File: config.mk
export PLATFORM = sky130hd
export DESIGN_NAME = thruster_sentence_generator
export DESIGN_NICKNAME = d
export VERILOG_FILES = /design/src/rtl/core/tsg_pkg.sv /design/src/rtl/core/tsg_div10.sv /design/src/rtl/core/tsg_seq.sv /design/src/rtl/core/thruster_sentence_generator.sv
export SDC_FILE = /design/constraint.sdc
export NUM_CORES = 1
export LEC_CHECK = 0
export ABC_AREA = 1
export BUFFER_PORTS_ARGS = -buffer_cell sky130_fd_sc_hd__buf_2
export CAP_MARGIN = 10
export CORE_MARGIN = 10
export CORE_UTILIZATION = 25
export DETAILED_ROUTE_END_ITERATION = 8
export MAX_ROUTING_LAYER = met4
export SYNTH_ARGS = -nofsm -noshare
export SYNTH_HDL_FRONTEND = slang
export SYNTH_HIERARCHICAL = 1
export SYNTH_SLANG_ARGS = --single-unit
File: constraint.sdc
create_clock -name i_clk -period 6.93 [get_ports i_clk]
set_input_delay 0.693 -clock i_clk [delete_from_list [all_inputs] [get_ports i_clk]]
set_output_delay 0.693 -clock i_clk [all_outputs]
set_load 0.005 [all_outputs]
File: src/rtl/core/tsg_pkg.sv
`timescale 1ns / 1ps

package tsg_pkg;

    localparam int CMD_IN_W = 16;
    localparam int CMD_W    = 16;
    localparam int NUM_CMDS = 4;
    localparam int MAG_W    = 16;
    localparam int DIG_N    = 5;
    localparam int CFG_W    = 7;
    localparam int CFG_IDX_W = 2;

    localparam longint CMD_HI = (longint'(1) <<< (CMD_W - 1)) - 1;
    localparam longint CMD_LO = -(longint'(1) <<< (CMD_W - 1));

    localparam logic [CFG_IDX_W-1:0] REG_ENABLE   = 2'd0;
    localparam logic [CFG_IDX_W-1:0] REG_HOLD     = 2'd1;
    localparam logic [CFG_IDX_W-1:0] REG_ARM_PER  = 2'd2;
    localparam logic [CFG_IDX_W-1:0] REG_MAX_PCT  = 2'd3;

    localparam logic [2:0] OP_DOL  = 3'd0;
    localparam logic [2:0] OP_CHR  = 3'd1;
    localparam logic [2:0] OP_NUM  = 3'd2;
    localparam logic [2:0] OP_TAIL = 3'd3;
    localparam logic [2:0] OP_END  = 3'd4;

    localparam logic [7:0] NUM_PCT = 8'd4;

    localparam logic [4:0] PC_ARM  = 5'd0;
    localparam logic [4:0] PC_CMD  = 5'd9;
    localparam logic [4:0] PC_LAST = 5'd20;

    localparam logic [2:0] TAIL_LAST = 3'd4;

    localparam logic [7:0] CH_DOLLAR = 8'h24;
    localparam logic [7:0] CH_STAR   = 8'h2A;
    localparam logic [7:0] CH_COMMA  = 8'h2C;
    localparam logic [7:0] CH_MINUS  = 8'h2D;
    localparam logic [7:0] CH_ZERO   = 8'h30;
    localparam logic [7:0] CH_ONE    = 8'h31;
    localparam logic [7:0] CH_UA     = 8'h41;
    localparam logic [7:0] CH_UC     = 8'h43;
    localparam logic [7:0] CH_UM     = 8'h4D;
    localparam logic [7:0] CH_CR     = 8'h0D;
    localparam logic [7:0] CH_LF     = 8'h0A;

    typedef logic [NUM_CMDS-1:0][CMD_IN_W-1:0] t_cmd_vec;

    typedef struct packed {
        logic go;
        logic armed;
    } t_start;

    typedef struct packed {
        logic       valid;
        logic [7:0] data;
        logic       last;
    } t_emit;

    typedef struct packed {
        logic [2:0] op;
        logic [7:0] arg;
    } t_step;

    function automatic t_step script(input logic [4:0] pc);
        t_step s;
        case (pc)
            5'd0:  s = '{op: OP_DOL,  arg: CH_DOLLAR};
            5'd1:  s = '{op: OP_CHR,  arg: CH_UM};
            5'd2:  s = '{op: OP_CHR,  arg: CH_UA};
            5'd3:  s = '{op: OP_CHR,  arg: CH_COMMA};
            5'd4:  s = '{op: OP_CHR,  arg: CH_ONE};
            5'd5:  s = '{op: OP_CHR,  arg: CH_COMMA};
            5'd6:  s = '{op: OP_NUM,  arg: NUM_PCT};
            5'd7:  s = '{op: OP_CHR,  arg: CH_COMMA};
            5'd8:  s = '{op: OP_TAIL, arg: CH_STAR};
            5'd9:  s = '{op: OP_DOL,  arg: CH_DOLLAR};
            5'd10: s = '{op: OP_CHR,  arg: CH_UM};
            5'd11: s = '{op: OP_CHR,  arg: CH_UC};
            5'd12: s = '{op: OP_CHR,  arg: CH_COMMA};
            5'd13: s = '{op: OP_NUM,  arg: 8'd0};
            5'd14: s = '{op: OP_CHR,  arg: CH_COMMA};
            5'd15: s = '{op: OP_NUM,  arg: 8'd1};
            5'd16: s = '{op: OP_CHR,  arg: CH_COMMA};
            5'd17: s = '{op: OP_NUM,  arg: 8'd2};
            5'd18: s = '{op: OP_CHR,  arg: CH_COMMA};
            5'd19: s = '{op: OP_NUM,  arg: 8'd3};
            5'd20: s = '{op: OP_TAIL, arg: CH_STAR};
            default: s = '{op: OP_END, arg: CH_ZERO};
        endcase
        return s;
    endfunction

    function automatic logic [7:0] hex_char(input logic [3:0] d);
        return (d < 4'd10) ? (CH_ZERO + {4'b0, d}) : (CH_UA + {4'b0, d} - 8'd10);
    endfunction

    function automatic logic [CMD_IN_W-1:0] sat_cmd(input logic [CMD_IN_W-1:0] raw);
        longint v;
        v = longint'(signed'(raw));
        if (v > CMD_HI) v = CMD_HI;
        if (v < CMD_LO) v = CMD_LO;
        return CMD_IN_W'(v);
    endfunction

endpackage

File: src/rtl/core/tsg_div10.sv
`timescale 1ns / 1ps

module tsg_div10 (
    input  logic [tsg_pkg::MAG_W-1:0] i_val,
    output logic [tsg_pkg::MAG_W-1:0] o_quo,
    output logic [3:0]                o_rem
);
    import tsg_pkg::*;

    localparam logic [15:0] RECIP10 = 16'd52429;

    logic [31:0]      prod;
    logic [12:0]      quo;
    logic [MAG_W-1:0] quo10;
    logic [MAG_W-1:0] diff;

    // reciprocal multiply, exact for all 16-bit values
    assign prod  = i_val * RECIP10;
    assign quo   = prod[31:19];
    assign quo10 = {quo, 3'b000} + {2'b00, quo, 1'b0};
    assign diff  = i_val - quo10;
    assign o_rem = diff[3:0];
    assign o_quo = {3'b000, quo};

endmodule

File: src/rtl/core/tsg_seq.sv
`timescale 1ns / 1ps

module tsg_seq (
    input  logic                        i_clk,
    input  logic                        i_rst_n,
    input  tsg_pkg::t_start             i_start,
    input  tsg_pkg::t_cmd_vec           i_cmd,
    input  logic [tsg_pkg::CFG_W-1:0]   i_pct,
    input  logic                        i_take,
    output tsg_pkg::t_emit              o_emit,
    output logic                        o_busy
);
    import tsg_pkg::*;

    localparam logic [2:0] S_IDLE  = 3'd0;
    localparam logic [2:0] S_FETCH = 3'd1;
    localparam logic [2:0] S_CONV  = 3'd2;
    localparam logic [2:0] S_SIGN  = 3'd3;
    localparam logic [2:0] S_DIGIT = 3'd4;
    localparam logic [2:0] S_TAIL  = 3'd5;

    logic [2:0]          r_state, n_state;
    logic [4:0]          r_pc, n_pc;
    logic [7:0]          r_csum, n_csum;
    logic [MAG_W-1:0]    r_mag, n_mag;
    logic                r_neg, n_neg;
    logic [2:0]          r_ndig, n_ndig;
    logic [2:0]          r_didx, n_didx;
    logic [2:0]          r_tidx, n_tidx;
    t_cmd_vec            r_cmd;
    logic [CFG_W-1:0]    r_pct;
    logic [3:0]          r_digs [DIG_N];

    t_step               step;
    logic [CMD_IN_W-1:0] sel_val;
    logic [MAG_W-1:0]    quo;
    logic [3:0]          rem;
    logic [7:0]          tail_ch;

    tsg_div10 u_div10 (
        .i_val (r_mag),
        .o_quo (quo),
        .o_rem (rem)
    );

    assign step    = script(r_pc);
    assign sel_val = r_cmd[step.arg[1:0]];
    assign o_busy  = (r_state != S_IDLE);

    always_comb begin
        case (r_tidx)
            3'd0:    tail_ch = CH_STAR;
            3'd1:    tail_ch = hex_char(r_csum[7:4]);
            3'd2:    tail_ch = hex_char(r_csum[3:0]);
            3'd3:    tail_ch = CH_CR;
            default: tail_ch = CH_LF;
        endcase
    end

    always_comb begin
        n_state = r_state;
        n_pc    = r_pc;
        n_csum  = r_csum;
        n_mag   = r_mag;
        n_neg   = r_neg;
        n_ndig  = r_ndig;
        n_didx  = r_didx;
        n_tidx  = r_tidx;
        o_emit  = '{valid: 1'b0, data: CH_ZERO, last: 1'b0};
        case (r_state)
            S_IDLE: begin
                if (i_start.go) begin
                    n_pc    = i_start.armed ? PC_ARM : PC_CMD;
                    n_state = S_FETCH;
                end
            end
            S_FETCH: begin
                case (step.op)
                    OP_DOL, OP_CHR: begin
                        o_emit.valid = 1'b1;
                        o_emit.data  = step.arg;
                        if (i_take) begin
                            n_csum = (step.op == OP_DOL) ? 8'd0 : (r_csum ^ step.arg);
                            n_pc   = r_pc + 5'd1;
                        end
                    end
                    OP_NUM: begin
                        if (step.arg == NUM_PCT) begin
                            n_neg = 1'b0;
                            n_mag = {{(MAG_W - CFG_W){1'b0}}, r_pct};
                        end else begin
                            n_neg = sel_val[CMD_IN_W-1];
                            n_mag = sel_val[CMD_IN_W-1] ? MAG_W'(-sel_val) : MAG_W'(sel_val);
                        end
                        n_ndig  = 3'd0;
                        n_state = S_CONV;
                    end
                    OP_TAIL: begin
                        n_tidx  = 3'd0;
                        n_state = S_TAIL;
                    end
                    default: begin
                        n_state = S_IDLE;
                    end
                endcase
            end
            S_CONV: begin
                n_ndig = r_ndig + 3'd1;
                n_mag  = quo;
                if (quo == '0) begin
                    n_didx  = r_ndig + 3'd1;
                    n_state = r_neg ? S_SIGN : S_DIGIT;
                end
            end
            S_SIGN: begin
                o_emit.valid = 1'b1;
                o_emit.data  = CH_MINUS;
                if (i_take) begin
                    n_csum  = r_csum ^ CH_MINUS;
                    n_state = S_DIGIT;
                end
            end
            S_DIGIT: begin
                o_emit.valid = 1'b1;
                o_emit.data  = CH_ZERO + {4'b0, r_digs[r_didx - 3'd1]};
                if (i_take) begin
                    n_csum = r_csum ^ o_emit.data;
                    n_didx = r_didx - 3'd1;
                    if (r_didx == 3'd1) begin
                        n_pc    = r_pc + 5'd1;
                        n_state = S_FETCH;
                    end
                end
            end
            S_TAIL: begin
                o_emit.valid = 1'b1;
                o_emit.data  = tail_ch;
                o_emit.last  = (r_pc == PC_LAST) && (r_tidx == TAIL_LAST);
                if (i_take) begin
                    n_tidx = r_tidx + 3'd1;
                    if (r_tidx == TAIL_LAST) begin
                        if (r_pc == PC_LAST) begin
                            n_state = S_IDLE;
                        end else begin
                            n_pc    = r_pc + 5'd1;
                            n_state = S_FETCH;
                        end
                    end
                end
            end
            default: begin
                n_state = S_IDLE;
            end
        endcase
    end

    always_ff @(posedge i_clk) begin
        if (!i_rst_n) begin
            r_state <= S_IDLE;
        end else begin
            r_state <= n_state;
        end
    end

    always_ff @(posedge i_clk) begin
        r_pc   <= n_pc;
        r_csum <= n_csum;
        r_mag  <= n_mag;
        r_neg  <= n_neg;
        r_ndig <= n_ndig;
        r_didx <= n_didx;
        r_tidx <= n_tidx;
        if (r_state == S_IDLE && i_start.go) begin
            for (int k = 0; k < NUM_CMDS; k++) begin
                r_cmd[k] <= sat_cmd(i_cmd[k]);
            end
            r_pct <= i_pct;
        end
        if (r_state == S_CONV) begin
            r_digs[r_ndig] <= rem;
        end
    end

    a_start_idle: assert property (@(posedge i_clk) disable iff (!i_rst_n)
        i_start.go |-> (r_state == S_IDLE))
        else $error("start while sequencer busy");

    a_last_done: assert property (@(posedge i_clk) disable iff (!i_rst_n)
        (o_emit.valid && o_emit.last && i_take) |=> (r_state == S_IDLE))
        else $error("sequencer not idle after final word");

    a_conv_bound: assert property (@(posedge i_clk) disable iff (!i_rst_n)
        (r_state == S_CONV) |-> (r_ndig < 3'd5))
        else $error("digit count overflow");

    a_digit_idx: assert property (@(posedge i_clk) disable iff (!i_rst_n)
        (r_state == S_DIGIT) |-> (r_didx != 3'd0 && r_didx <= 3'd5))
        else $error("digit index out of range");

endmodule

File: src/rtl/core/thruster_sentence_generator.sv
`timescale 1ns / 1ps

// channel  | handshake                         | payload
// ---------+-----------------------------------+-------------------------------------------
// input    | i_in_valid / o_in_stall           | i_port_main_cmd, i_stbd_main_cmd,
//          |                                   | i_port_bow_cmd, i_stbd_bow_cmd
// output   | o_out_valid / i_out_stall         | o_out_byte, o_last_byte
// config   | i_cfg_we                          | i_cfg_index, i_cfg_data
//
// a held or disabled tick is accepted and yields no word
// an emitting tick steps through each output word, one fetch per number and per checksum
// tail, and one decimal digit at a time in the shared divide-by-10 unit
// reset is synchronous, active low; config returns to enable=1, hold=15, period=20, max=100
// the input stalls while the sequencer runs; output stall pauses it word by word

module thruster_sentence_generator (
    input  logic                               i_clk,
    input  logic                               i_rst_n,
    input  logic                               i_in_valid,
    output logic                               o_in_stall,
    input  logic signed [tsg_pkg::CMD_IN_W-1:0] i_port_main_cmd,
    input  logic signed [tsg_pkg::CMD_IN_W-1:0] i_stbd_main_cmd,
    input  logic signed [tsg_pkg::CMD_IN_W-1:0] i_port_bow_cmd,
    input  logic signed [tsg_pkg::CMD_IN_W-1:0] i_stbd_bow_cmd,
    output logic                               o_out_valid,
    input  logic                               i_out_stall,
    output logic [7:0]                         o_out_byte,
    output logic                               o_last_byte,
    input  logic                               i_cfg_we,
    input  logic [tsg_pkg::CFG_IDX_W-1:0]      i_cfg_index,
    input  logic [tsg_pkg::CFG_W-1:0]          i_cfg_data
);
    import tsg_pkg::*;

    logic       r_enable;
    logic [4:0] r_startup_hold;
    logic [5:0] r_arm_period;
    logic [6:0] r_max_pct;
    logic [4:0] r_hold_count, n_hold_count;
    logic [5:0] r_arm_count, n_arm_count;
    logic       r_out_valid;
    logic [7:0] r_out_byte;
    logic       r_out_last;

    logic       in_accept;
    logic       seq_busy;
    logic       out_free;
    logic       take;
    t_start     start;
    t_emit      emit;
    t_cmd_vec   cmds;

    assign in_accept = i_in_valid && !o_in_stall;
    assign o_in_stall = seq_busy;
    assign start.go    = in_accept && r_enable && (r_hold_count >= r_startup_hold);
    assign start.armed = (r_arm_count >= r_arm_period);
    assign cmds = {i_stbd_bow_cmd, i_port_bow_cmd, i_stbd_main_cmd, i_port_main_cmd};

    assign out_free = !r_out_valid || !i_out_stall;
    assign take     = emit.valid && out_free;

    tsg_seq u_seq (
        .i_clk   (i_clk),
        .i_rst_n (i_rst_n),
        .i_start (start),
        .i_cmd   (cmds),
        .i_pct   (r_max_pct),
        .i_take  (take),
        .o_emit  (emit),
        .o_busy  (seq_busy)
    );

    always_comb begin
        n_hold_count = r_hold_count;
        n_arm_count  = r_arm_count;
        if (in_accept && r_enable) begin
            if (r_hold_count < r_startup_hold) begin
                n_hold_count = r_hold_count + 5'd1;
            end else begin
                if (r_hold_count != 5'd31) begin
                    n_hold_count = r_hold_count + 5'd1;
                end
                n_arm_count = start.armed ? 6'd0 : (r_arm_count + 6'd1);
            end
        end
    end

    always_ff @(posedge i_clk) begin
        if (!i_rst_n) begin
            r_enable       <= 1'b1;
            r_startup_hold <= 5'd15;
            r_arm_period   <= 6'd20;
            r_max_pct      <= 7'd100;
            r_hold_count   <= 5'd0;
            r_arm_count    <= 6'd0;
            r_out_valid    <= 1'b0;
        end else begin
            r_hold_count <= n_hold_count;
            r_arm_count  <= n_arm_count;
            if (i_cfg_we) begin
                case (i_cfg_index)
                    REG_ENABLE:  r_enable       <= i_cfg_data[0];
                    REG_HOLD:    r_startup_hold <= i_cfg_data[4:0];
                    REG_ARM_PER: r_arm_period   <= i_cfg_data[5:0];
                    REG_MAX_PCT: r_max_pct      <= i_cfg_data;
                    default:     r_enable       <= r_enable;
                endcase
            end
            if (take) begin
                r_out_valid <= 1'b1;
            end else if (!i_out_stall) begin
                r_out_valid <= 1'b0;
            end
        end
    end

    always_ff @(posedge i_clk) begin
        if (take) begin
            r_out_byte <= emit.data;
            r_out_last <= emit.last;
        end
    end

    assign o_out_valid = r_out_valid;
    assign o_out_byte  = r_out_byte;
    assign o_last_byte = r_out_last;

endmodule
# Yosys cells after proc, flatten, opt, wreduce, memory -nomap -nowiden
# Memory sizes are Yosys's and may differ from the RTL's. A register that Yosys moved wholly into a read port is not among the register bits.
# Index checks and enable logic that the tools add are counted.
# classes
add_sub_neg	16
n_mul	1
n_lt_le_gt_ge	14
n_eq_ne	33
n_mux	62
bitwise_logic	5
reduce_logical	38
# ops
operator	n
64-bit two-way mux	8
64-bit by 16-bit < comparator with 1-bit output (second input constant)	4
16-bit greater-than comparator (second input constant)	4
16-bit two-way mux	4
5-bit two-way mux	11
8-bit two-way mux	6
3-bit two-way mux	13
9-bit case mux with 4 select lines	1
16-bit binary-select mux with 2-bit select	1
16-bit by 16-bit multiplier with 32-bit output (second input constant)	1
16-bit case mux with 2 select lines	1
8-bit case mux with 4 select lines	1
8-bit case mux with 3 select lines	1
6-bit by 4-bit adder with 7-bit output (first input constant)	3
5-bit case mux with 4 select lines	1
3-bit by 2-bit == test with 1-bit output (second input constant)	6
2-bit inequality test (second input constant)	9
3-bit case mux with 2 select lines	3
3-bit case mux with 6 select lines	1
7-bit by 4-bit adder with 8-bit output (first input constant)	2
16-bit logical NOT	1
16-bit negation	1
2-bit AND reduction	8
8-bit by 4-bit subtractor with 8-bit output (second input constant)	2
other kinds (40)	76
# word_totals
ff_bits	153
ram_bits	20
mem_bits_ro	320
inputBits	78
n_memories	2
# mem_list
memory	depth	width	rd	rd_clocked_by_memory_dff	write_ports	line_no	text
(name not given)	32	10	1	1	0	tsg_pkg.sv:67	case (pc)
u_seq.r_digs	5	4	1	0	1	tsg_seq.sv:32	logic [3:0] r_digs [DIG_N];

# Depth between registers and ports, before layout
# Gate-level depths: netlist of the first run.
# logic_depth
depth_word	10
ltp_mapped	30
mapped_depth_nobuf	30

# Hierarchy
# The synthesis of the first run kept the hierarchy.
# by_module_without_submodules
module	instances	cells_each	area_each_um2	seq_area_each_um2
tsg_seq	1	847	7445.9	4134.0
tsg_div10	1	654	5260.0	0.0
thruster_sentence_generator	1	239	1943.1	890.9

# Least setup slack after synthesis of the first run
# OpenSTA, ideal clock, no wires.
# synth_path
path_kind	flip-flop to flip-flop
startpoint	reg u_seq.r_mag[4]
endpoint	reg u_seq.r_didx[0] (enable)
t_arrival_ps	5588
required_ps	6602
slack_ps	1015
stages_incl_launch_ff	23
path_buffers	0
synth_period_minus_slack_ps	5915
path_cell_list	edfxtp_1 -> ha_1 -> fa_1 -> inv_1 -> fa_1 -> fa_1 -> inv_1 -> fa_1 -> inv_1 -> fa_1 -> inv_1 -> ha_1 -> nand2_1 -> o21ai_1 -> a21oi_2 -> inv_1 -> nand2_1 -> nand3_1 -> xor2_1 -> nor4_1 -> nand4_1 -> or2_2 -> a21oi_1
# synth_between
elab_chain_cells	4
# synth_rtl
item	line_no	text
from (decl)	tsg_seq.sv:25	logic [MAG_W-1:0] r_mag, n_mag;
from (signal assigned)	tsg_seq.sv:168	r_mag <= n_mag;
16-bit by 16-bit multiplier with 32-bit output	tsg_div10.sv:18	assign prod = i_val * RECIP10;
net u_seq.quo[10]	tsg_seq.sv:36	logic [MAG_W-1:0] quo;
16-bit logical NOT	tsg_seq.sv:110	if (quo == '0) begin
2-bit by 1-bit inequality test with 1-bit output (no source line)	--	
3-bit AND reduction (no source line)	--	
to (signal assigned)	tsg_seq.sv:171	r_didx <= n_didx;
to (decl)	tsg_seq.sv:28	logic [2:0] r_didx, n_didx;
# The timed path passes the listed nets, and every way through them passes these cells.
# A chain may end at the register's enable or synchronous reset.

# Worst setup path in the final report of the first run
# layout_path
startpoint	reg u_seq.r_mag[5]
endpoint	reg u_seq.r_didx[2] (enable)
# The elaborated chain is that of the path after synthesis.

==> results.py, run 1 <==
metrics = {
    "critical_path": {
        "start_kind": "flip-flop",
        "rr_startpoint": "u_seq/r_mag[5]",
        "timing.rr.end": "u_seq/r_didx[2]",
        "r2r_setup_slack_ps": 400,
        "critPathKind": "flip-flop to flip-flop",
        "worst_ep_arrival_time_ps": 6660,
        "reg2reg_depth": 23,
        "endpoint_kind": "flip-flop",
        "crit_path_max_fanout": 6,
        "crit_required_ps": 7060,
        "setup.worst_path.start": "u_seq/r_mag[5]",
    },
    "placed_design": {
        "port_buffers": 88,
        "dp.final_hpwl_mm": 31.8,
        "dp.cells": 2514,
        "place_area_um2": 15800,
        "gp_congestion": 0.933,
    },
    "clock_tree": {
        "numCtsBuffers": 17,
        "cts_hold_buf": 0,
        "clkTransAtPathRegs_ps": 70,
        "cts-root-buf": "clkbuf_16",
        "clk_latency_ps": 450,
        "cts_sinks": 182,
        "tritoncts": "done",
        "clockBufferDepth": 2,
        "htree_levels": 4,
    },
    "global_route": {
        "track_usage_pct": 11.8,
        "grt_pass1_wl_mm": 62.9,
        "antenna_found_initial": 0,
        "grt_pass1_vias": 11700,
        "overflow": 0,
        "grt_max_degree": 72,
    },
    "sta": {
        "worst_slew_pin_slew_ps": 1160,
        "min_period_ps": 6530,
        "finalClockSkew_ps": 16.7,
        "setup_viol": 0,
        "fin_crit_sh_pct": 94.3,
        "tns_ps": 0,
        "slew_headroom_pct": 22.7,
        "fmax_mhz": 153,
        "final_hold_viol_count": 0,
        "slew_viol_final": 0,
    },
    "synth": {
        "synth_enable_flop_cells": 138,
        "avgSynthCellArea_um2": 8.42,
        "ys_types": 57,
        "async_flop_share_pct": 0,
        "synthCells": 1740,
        "synth_commonest_cells": "nand2_1, inv_1, ha_1",
        "synth_ff_type": "edfxtp_1",
        "synth_top_cell_by_area": "edfxtp_1",
        "synth-seq-cells": 182,
        "yosysMostFrequentCell": "nand2_1",
        "netlist_area_um2": 14600,
        "ys_top_cells_by_area": "edfxtp_1, ha_1, fa_1",
        "synth_top_area_share_pct": 28.3,
        "ys_seq_area_share_pct": 34.3,
        "yosysWarnings": 6,
    },
    "layout": {
        "multi_input_area_um2": 8100,
        "drive_gt1_share_pct": 11.1,
        "final_cells": 2554,
        "fin_nets": 2098,
        "register_area_um2": 5020,
        "n_antenna_cell": 0,
        "final_cell_area_um2": 16400,
        "n_fill_cell": 6135,
        "area_growth_pct": 12.1,
    },
    "routing": {
        "wl_met2_mm": 18.5,
        "avgRoutedWirePerCell_um": 15.1,
        "antenna_left": 0,
        "drc": 0,
        "drt-initial-drc-count": 802,
        "dr_total_vias": 11200,
        "routed_wl_mm": 38.5,
        "dr.pass1.iters": 6,
        "top_layer": "met4",
        "wl_met3_mm": 1.32,
        "viasPerCell": 4.40,
        "met1_length_mm": 18.1,
    },
    "min_path": {
        "hold_depth": 1,
        "min_to": "u_seq/r_cmd[9]",
        "worstHoldPathType": "primary input to flip-flop",
        "hold_start": "i_port_main_cmd[9]",
    },
    "floorplanning": {
        "coreArea_um2": 57800,
        "die-area_um2": 68700,
        "rows": 88,
        "die_y_um": 262,
        "ioPinCount": 89,
        "initial_core_util_pct": 25.3,
        "die_w_um": 262,
    },
    "status": {
        "status": "complete, no violations",
    },
    "run": {
        "drv_cap": 0,
    },
}
[what timing repair did]
item / CTS / global route
endpoints found under the setup margin: 0 / 5
setup buffers: 0 / 8
gates resized for setup: 0 / 3
[layout by cell type, fill, tap and decap left out, types with 4 or more instances in the layout]
master,instances
ha_1,163
a21o_1,8
inv_2,11
nand2_1,378
nand2_4,6
o21ai_0,58
clkbuf_16,17
conb_1,4
nand3b_1,6
nor3_1,12
xnor2_1,14
inv_1,301
nor2_2,6
nand3_1,107
dfxtp_1,44
xor2_1,15
nand4_1,11
a21oi_1,52
nand2_2,13
o21ai_1,11
inv_6,4
o21bai_1,5
o211ai_1,12
nor2_1,136
nor4_1,4
edfxtp_1,138
buf_4,17
fa_1,80
o22ai_1,5
buf_2,88
[how the worst max path moves through the flow]
stage	to	slack, ps	depth (start not counted)
finish	u_seq/r_didx[2]	400	23
detailed placement	u_seq/r_didx[1]	210	22
CTS	u_seq/r_didx[0]	170	22
global route	u_seq/r_didx[1]	-7	23
floorplan	u_seq/r_didx[0]	1010	22
global placement	u_seq/r_didx[0]	290	23
[metrics by stage]
| stage | utilization, % | setup slack [ps] | hold slack [ps] |
|---|---|---|---|
| 4_1_cts | 28.3 | 167 | 385 |
| 5_1_grt | 28.4 | -6.97 | 390 |
| 3_5_place_dp | 27.3 | 215 | 418 |
| 6_report | 28.4 | 398 | 408 |
| 2_1_floorplan | - | 1010 | 403 |
| 3_3_place_gp | 27.3 | 288 | 413 |
[cell type report]
class / count / area share, %
Clock buffer: 20 / 2.66
Multi-Input combinational cell: 1154 / 49.3
Clock inverter: 12 / 0.861
Timing Repair Buffer: 105 / 3.46
Tap cell: 765 / 5.83
Inverter: 316 / 7.24
Sequential cell: 182 / 30.6
[worst max-delay path: stages (launching register included)]
cell and delay, ps:
edfxtp_1 470, ha_1 400, fa_1 600, inv_1 70
fa_1 520, fa_1 560, inv_1 60, fa_1 540
inv_1 60, fa_1 530, inv_1 40, ha_1 380
nand2_1 110, nor2_2 160, inv_2 80, nor2_1 190
nand4_1 160, nand3_1 150, xor2_1 100, nor2_1 110
nor3b_1 190, nand4_1 170, or2_2 310, a21oi_1 250
[state kept, by name, indices dropped and copies added (netlist names)]
signal / flops
u_seq/r_cmd: 64
u_seq/r_digs: 20
u_seq/r_mag: 16
u_seq/step: 10
o_out_byte: 8
r_max_pct: 7
u_seq/r_csum: 7
u_seq/r_pct: 7
r_arm_count: 6
r_arm_period: 6
r_hold_count: 5
r_startup_hold: 5
u_seq/r_pc: 5
u_seq/r_didx: 3
u_seq/r_ndig: 3
u_seq/r_state: 3
u_seq/r_tidx: 3
o_last_byte: 1
o_out_valid: 1
r_enable: 1
u_seq/r_neg: 1
[cell families (layout without fill, tap and decap cells)]
kind of cell	Yosys count	count (layout)	synth area share [%]
compound gates	175	175	7.06
xor+xnor	29	29	1.73
fa+ha+maj	244	244	24.9
buf+inv	406	453	10.7
flops	182	182	34.3
other cells	2	4	0.0513
simple gates	702	702	21.3
[routing by layer]
| layer | global-route usage (%) | vias up |
|---|---|---|
| li1 | - | 5613 |
| met1 | 15.1 | 5317 |
| met2 | 19.6 | 265 |
| met3 | 1.30 | 42 |
| met4 | 3.06 | 0 |
| met5 | - | - |
Power of run 1 is left out: the tool's default activity adds up to more than one toggle a clock period on the data nets, which glitch-free logic cannot reach.
==> inputs of run 2 (changes only) <==
- GPL_TIMING_DRIVEN: default -> 0
==> run 2 against run 1 <==
Net effect: sequential cell count stayed put; cell area is 0.58% higher; register-to-register slack worse by 120 ps; global-route usage is 0.30 points lower; routed wire length is 1.3% lower; clock-buffer cell count is 3 higher; hold slack worse by 6.4 ps; clock skew is 0.55 ps lower; final cell count is 0.98% higher; via count is 0.63% higher; die area stayed put.
==> results.py, run 2 (synthesis gave the netlist of run 1 again) <==
metrics = {
    "global_route": {
        "grt_pass1_vias": 11600,
        "antenna_found_initial": 0,
        "track_usage_pct": 11.5,
        "overflow": 0,
        "grt_max_degree": 35,
        "grt_pass1_wl_mm": 61.4,
    },
    "sta": {
        "final_hold_viol_count": 0,
        "slew_viol_final": 0,
        "slew_headroom_pct": 40.6,
        "setup_viol": 0,
        "min_period_ps": 6650,
        "fin_crit_sh_pct": 96.0,
        "rsz0062_at_grt": "false",
        "fmax_mhz": 150,
        "worst_slew_pin_slew_ps": 890,
        "timing.final.ws_setup_ps": 276,
        "finalClockSkew_ps": 16.2,
    },
    "placed_design": {
        "preCtsSetupSlack_ps": -18.9,
        "port_buffers": 24,
        "gp_congestion": 0.931,
        "place_area_um2": 15800,
        "dp.cells": 2535,
        "dp.final_hpwl_mm": 31.6,
    },
    "critical_path": {
        "cp_slowest_cell": "edfxtp_1",
        "crit_required_ps": 7070,
        "critPathBufInv": 4,
        "endpoint_kind": "flip-flop",
        "start_kind": "flip-flop",
        "critical_path.max_stage_delay_ps": 580,
        "worstPathCellList": "ha_1, fa_1, inv_1, fa_1, fa_1, inv_1, fa_1, inv_1, fa_1, inv_1, ha_1, nand2_2, nor4_2, nand3b_1, nand3_2, nand2_1, nand3_1, nand2_1, nor4_2, nand4_1, or2_2, a21oi_2",
        "worst_ep_arrival_time_ps": 6790,
        "cpMostUsedCell": "fa_1",
        "critPathKind": "flip-flop to flip-flop",
        "crit_path_max_fanout": 6,
        "r2r_setup_slack_ps": 280,
        "crit_family": "adder cells",
    },
    "routing": {
        "avgRoutedWirePerCell_um": 14.7,
        "antenna_left": 0,
        "drc": 0,
        "drt-initial-drc-count": 780,
        "viasPerCell": 4.38,
        "dr_total_vias": 11300,
        "dr.pass1.iters": 6,
        "routed_wl_mm": 38.0,
    },
    "floorplanning": {
        "ioPinCount": 89,
        "die_y_um": 262,
        "die_w_um": 262,
        "die-area_um2": 68700,
        "rows": 88,
        "initial_core_util_pct": 25.3,
        "coreArea_um2": 57800,
    },
    "clock_tree": {
        "cts_hold_buf": 0,
        "htree_levels": 4,
        "cts-root-buf": "clkbuf_16",
        "numCtsBuffers": 17,
        "tritoncts": "done",
        "clkTransAtPathRegs_ps": 70,
        "clockBufferDepth": 2,
        "clk_latency_ps": 460,
        "cts_sinks": 182,
    },
    "layout": {
        "multi_input_area_um2": 8130,
        "biggestRegsByFlops": "u_seq/r_cmd x64, u_seq/r_digs x20, u_seq/r_mag x16",
        "area_growth_pct": 12.7,
        "largest-register": "u_seq/r_cmd",
        "final_cell_area_um2": 16500,
        "register_area_um2": 5020,
        "drive_gt1_share_pct": 8.32,
        "final_cells": 2579,
        "fin_nets": 2123,
        "n_fill_cell": 6102,
        "mostFrequentLayoutCell": "nand2_1",
        "layout_common_cells": "nand2_1, inv_1, ha_1, edfxtp_1, nor2_1",
        "largest_reg_flops": 64,
        "n_antenna_cell": 0,
    },
    "run": {
        "drv_cap": 0,
    },
    "status": {
        "status": "complete, no violations",
    },
    "min_path": {
        "worstHoldPathType": "primary input to flip-flop",
    },
}
==> run 2: cell type report <==
cell class / count / share of cell area [%]
tap: 765 / 5.80
multi-input combinational: 1154 / 49.2
buffer: 90 / 2.25
timing repair buffer: 40 / 1.63
sequential: 182 / 30.4
clock buffer: 23 / 2.90
inverter: 316 / 7.20
clock inverter: 9 / 0.538
==> run 2: routing by layer <==
| layer | share of wire, % | GRT usage [%] | up-vias |
|---|---|---|---|
| met4 | 1.3 | 3.05 | 0 |
| met1 | 46 | 14.3 | 5381 |
| met2 | 50 | 19.7 | 237 |
| met3 | 2.7 | 1.30 | 32 |
| li1 | - | - | 5658 |
| met5 | 0 | - | - |
==> run 2: repair_timing <==
| action | CTS | global route |
|---|---|---|
| setup endpoints to repair | 3 | 3 |
| resized for setup | 1 | 7 |
| setup buffers | 1 | 11 |
| pin swaps | 1 | 1 |
==> run 2: final timing paths <==
check / cells after the start / end / start
setup / recovery: 22 / u_seq/r_didx[2] / u_seq/r_mag[8]
hold / removal: 1 / u_seq/r_cmd[32] / i_port_bow_cmd[0]
setup reg to reg: 22 / u_seq/r_didx[2] / u_seq/r_mag[8]
hold reg to reg: 0 / u_seq/r_pct[4] / r_max_pct[4]
==> run 2: metrics by stage <==
stage | setup TNS (ps) | hold slack (ps) | util (%)
final | 0 | 402 | 28.6
after global routing | 0 | 393 | 28.6
after detailed placement | -56.6 | 415 | 27.3
after global placement | -38.9 | 413 | 27.2
after CTS | 0 | 381 | 28.3
after floorplan | 0 | 403 | -
Power of run 2 is left out for the same reason.
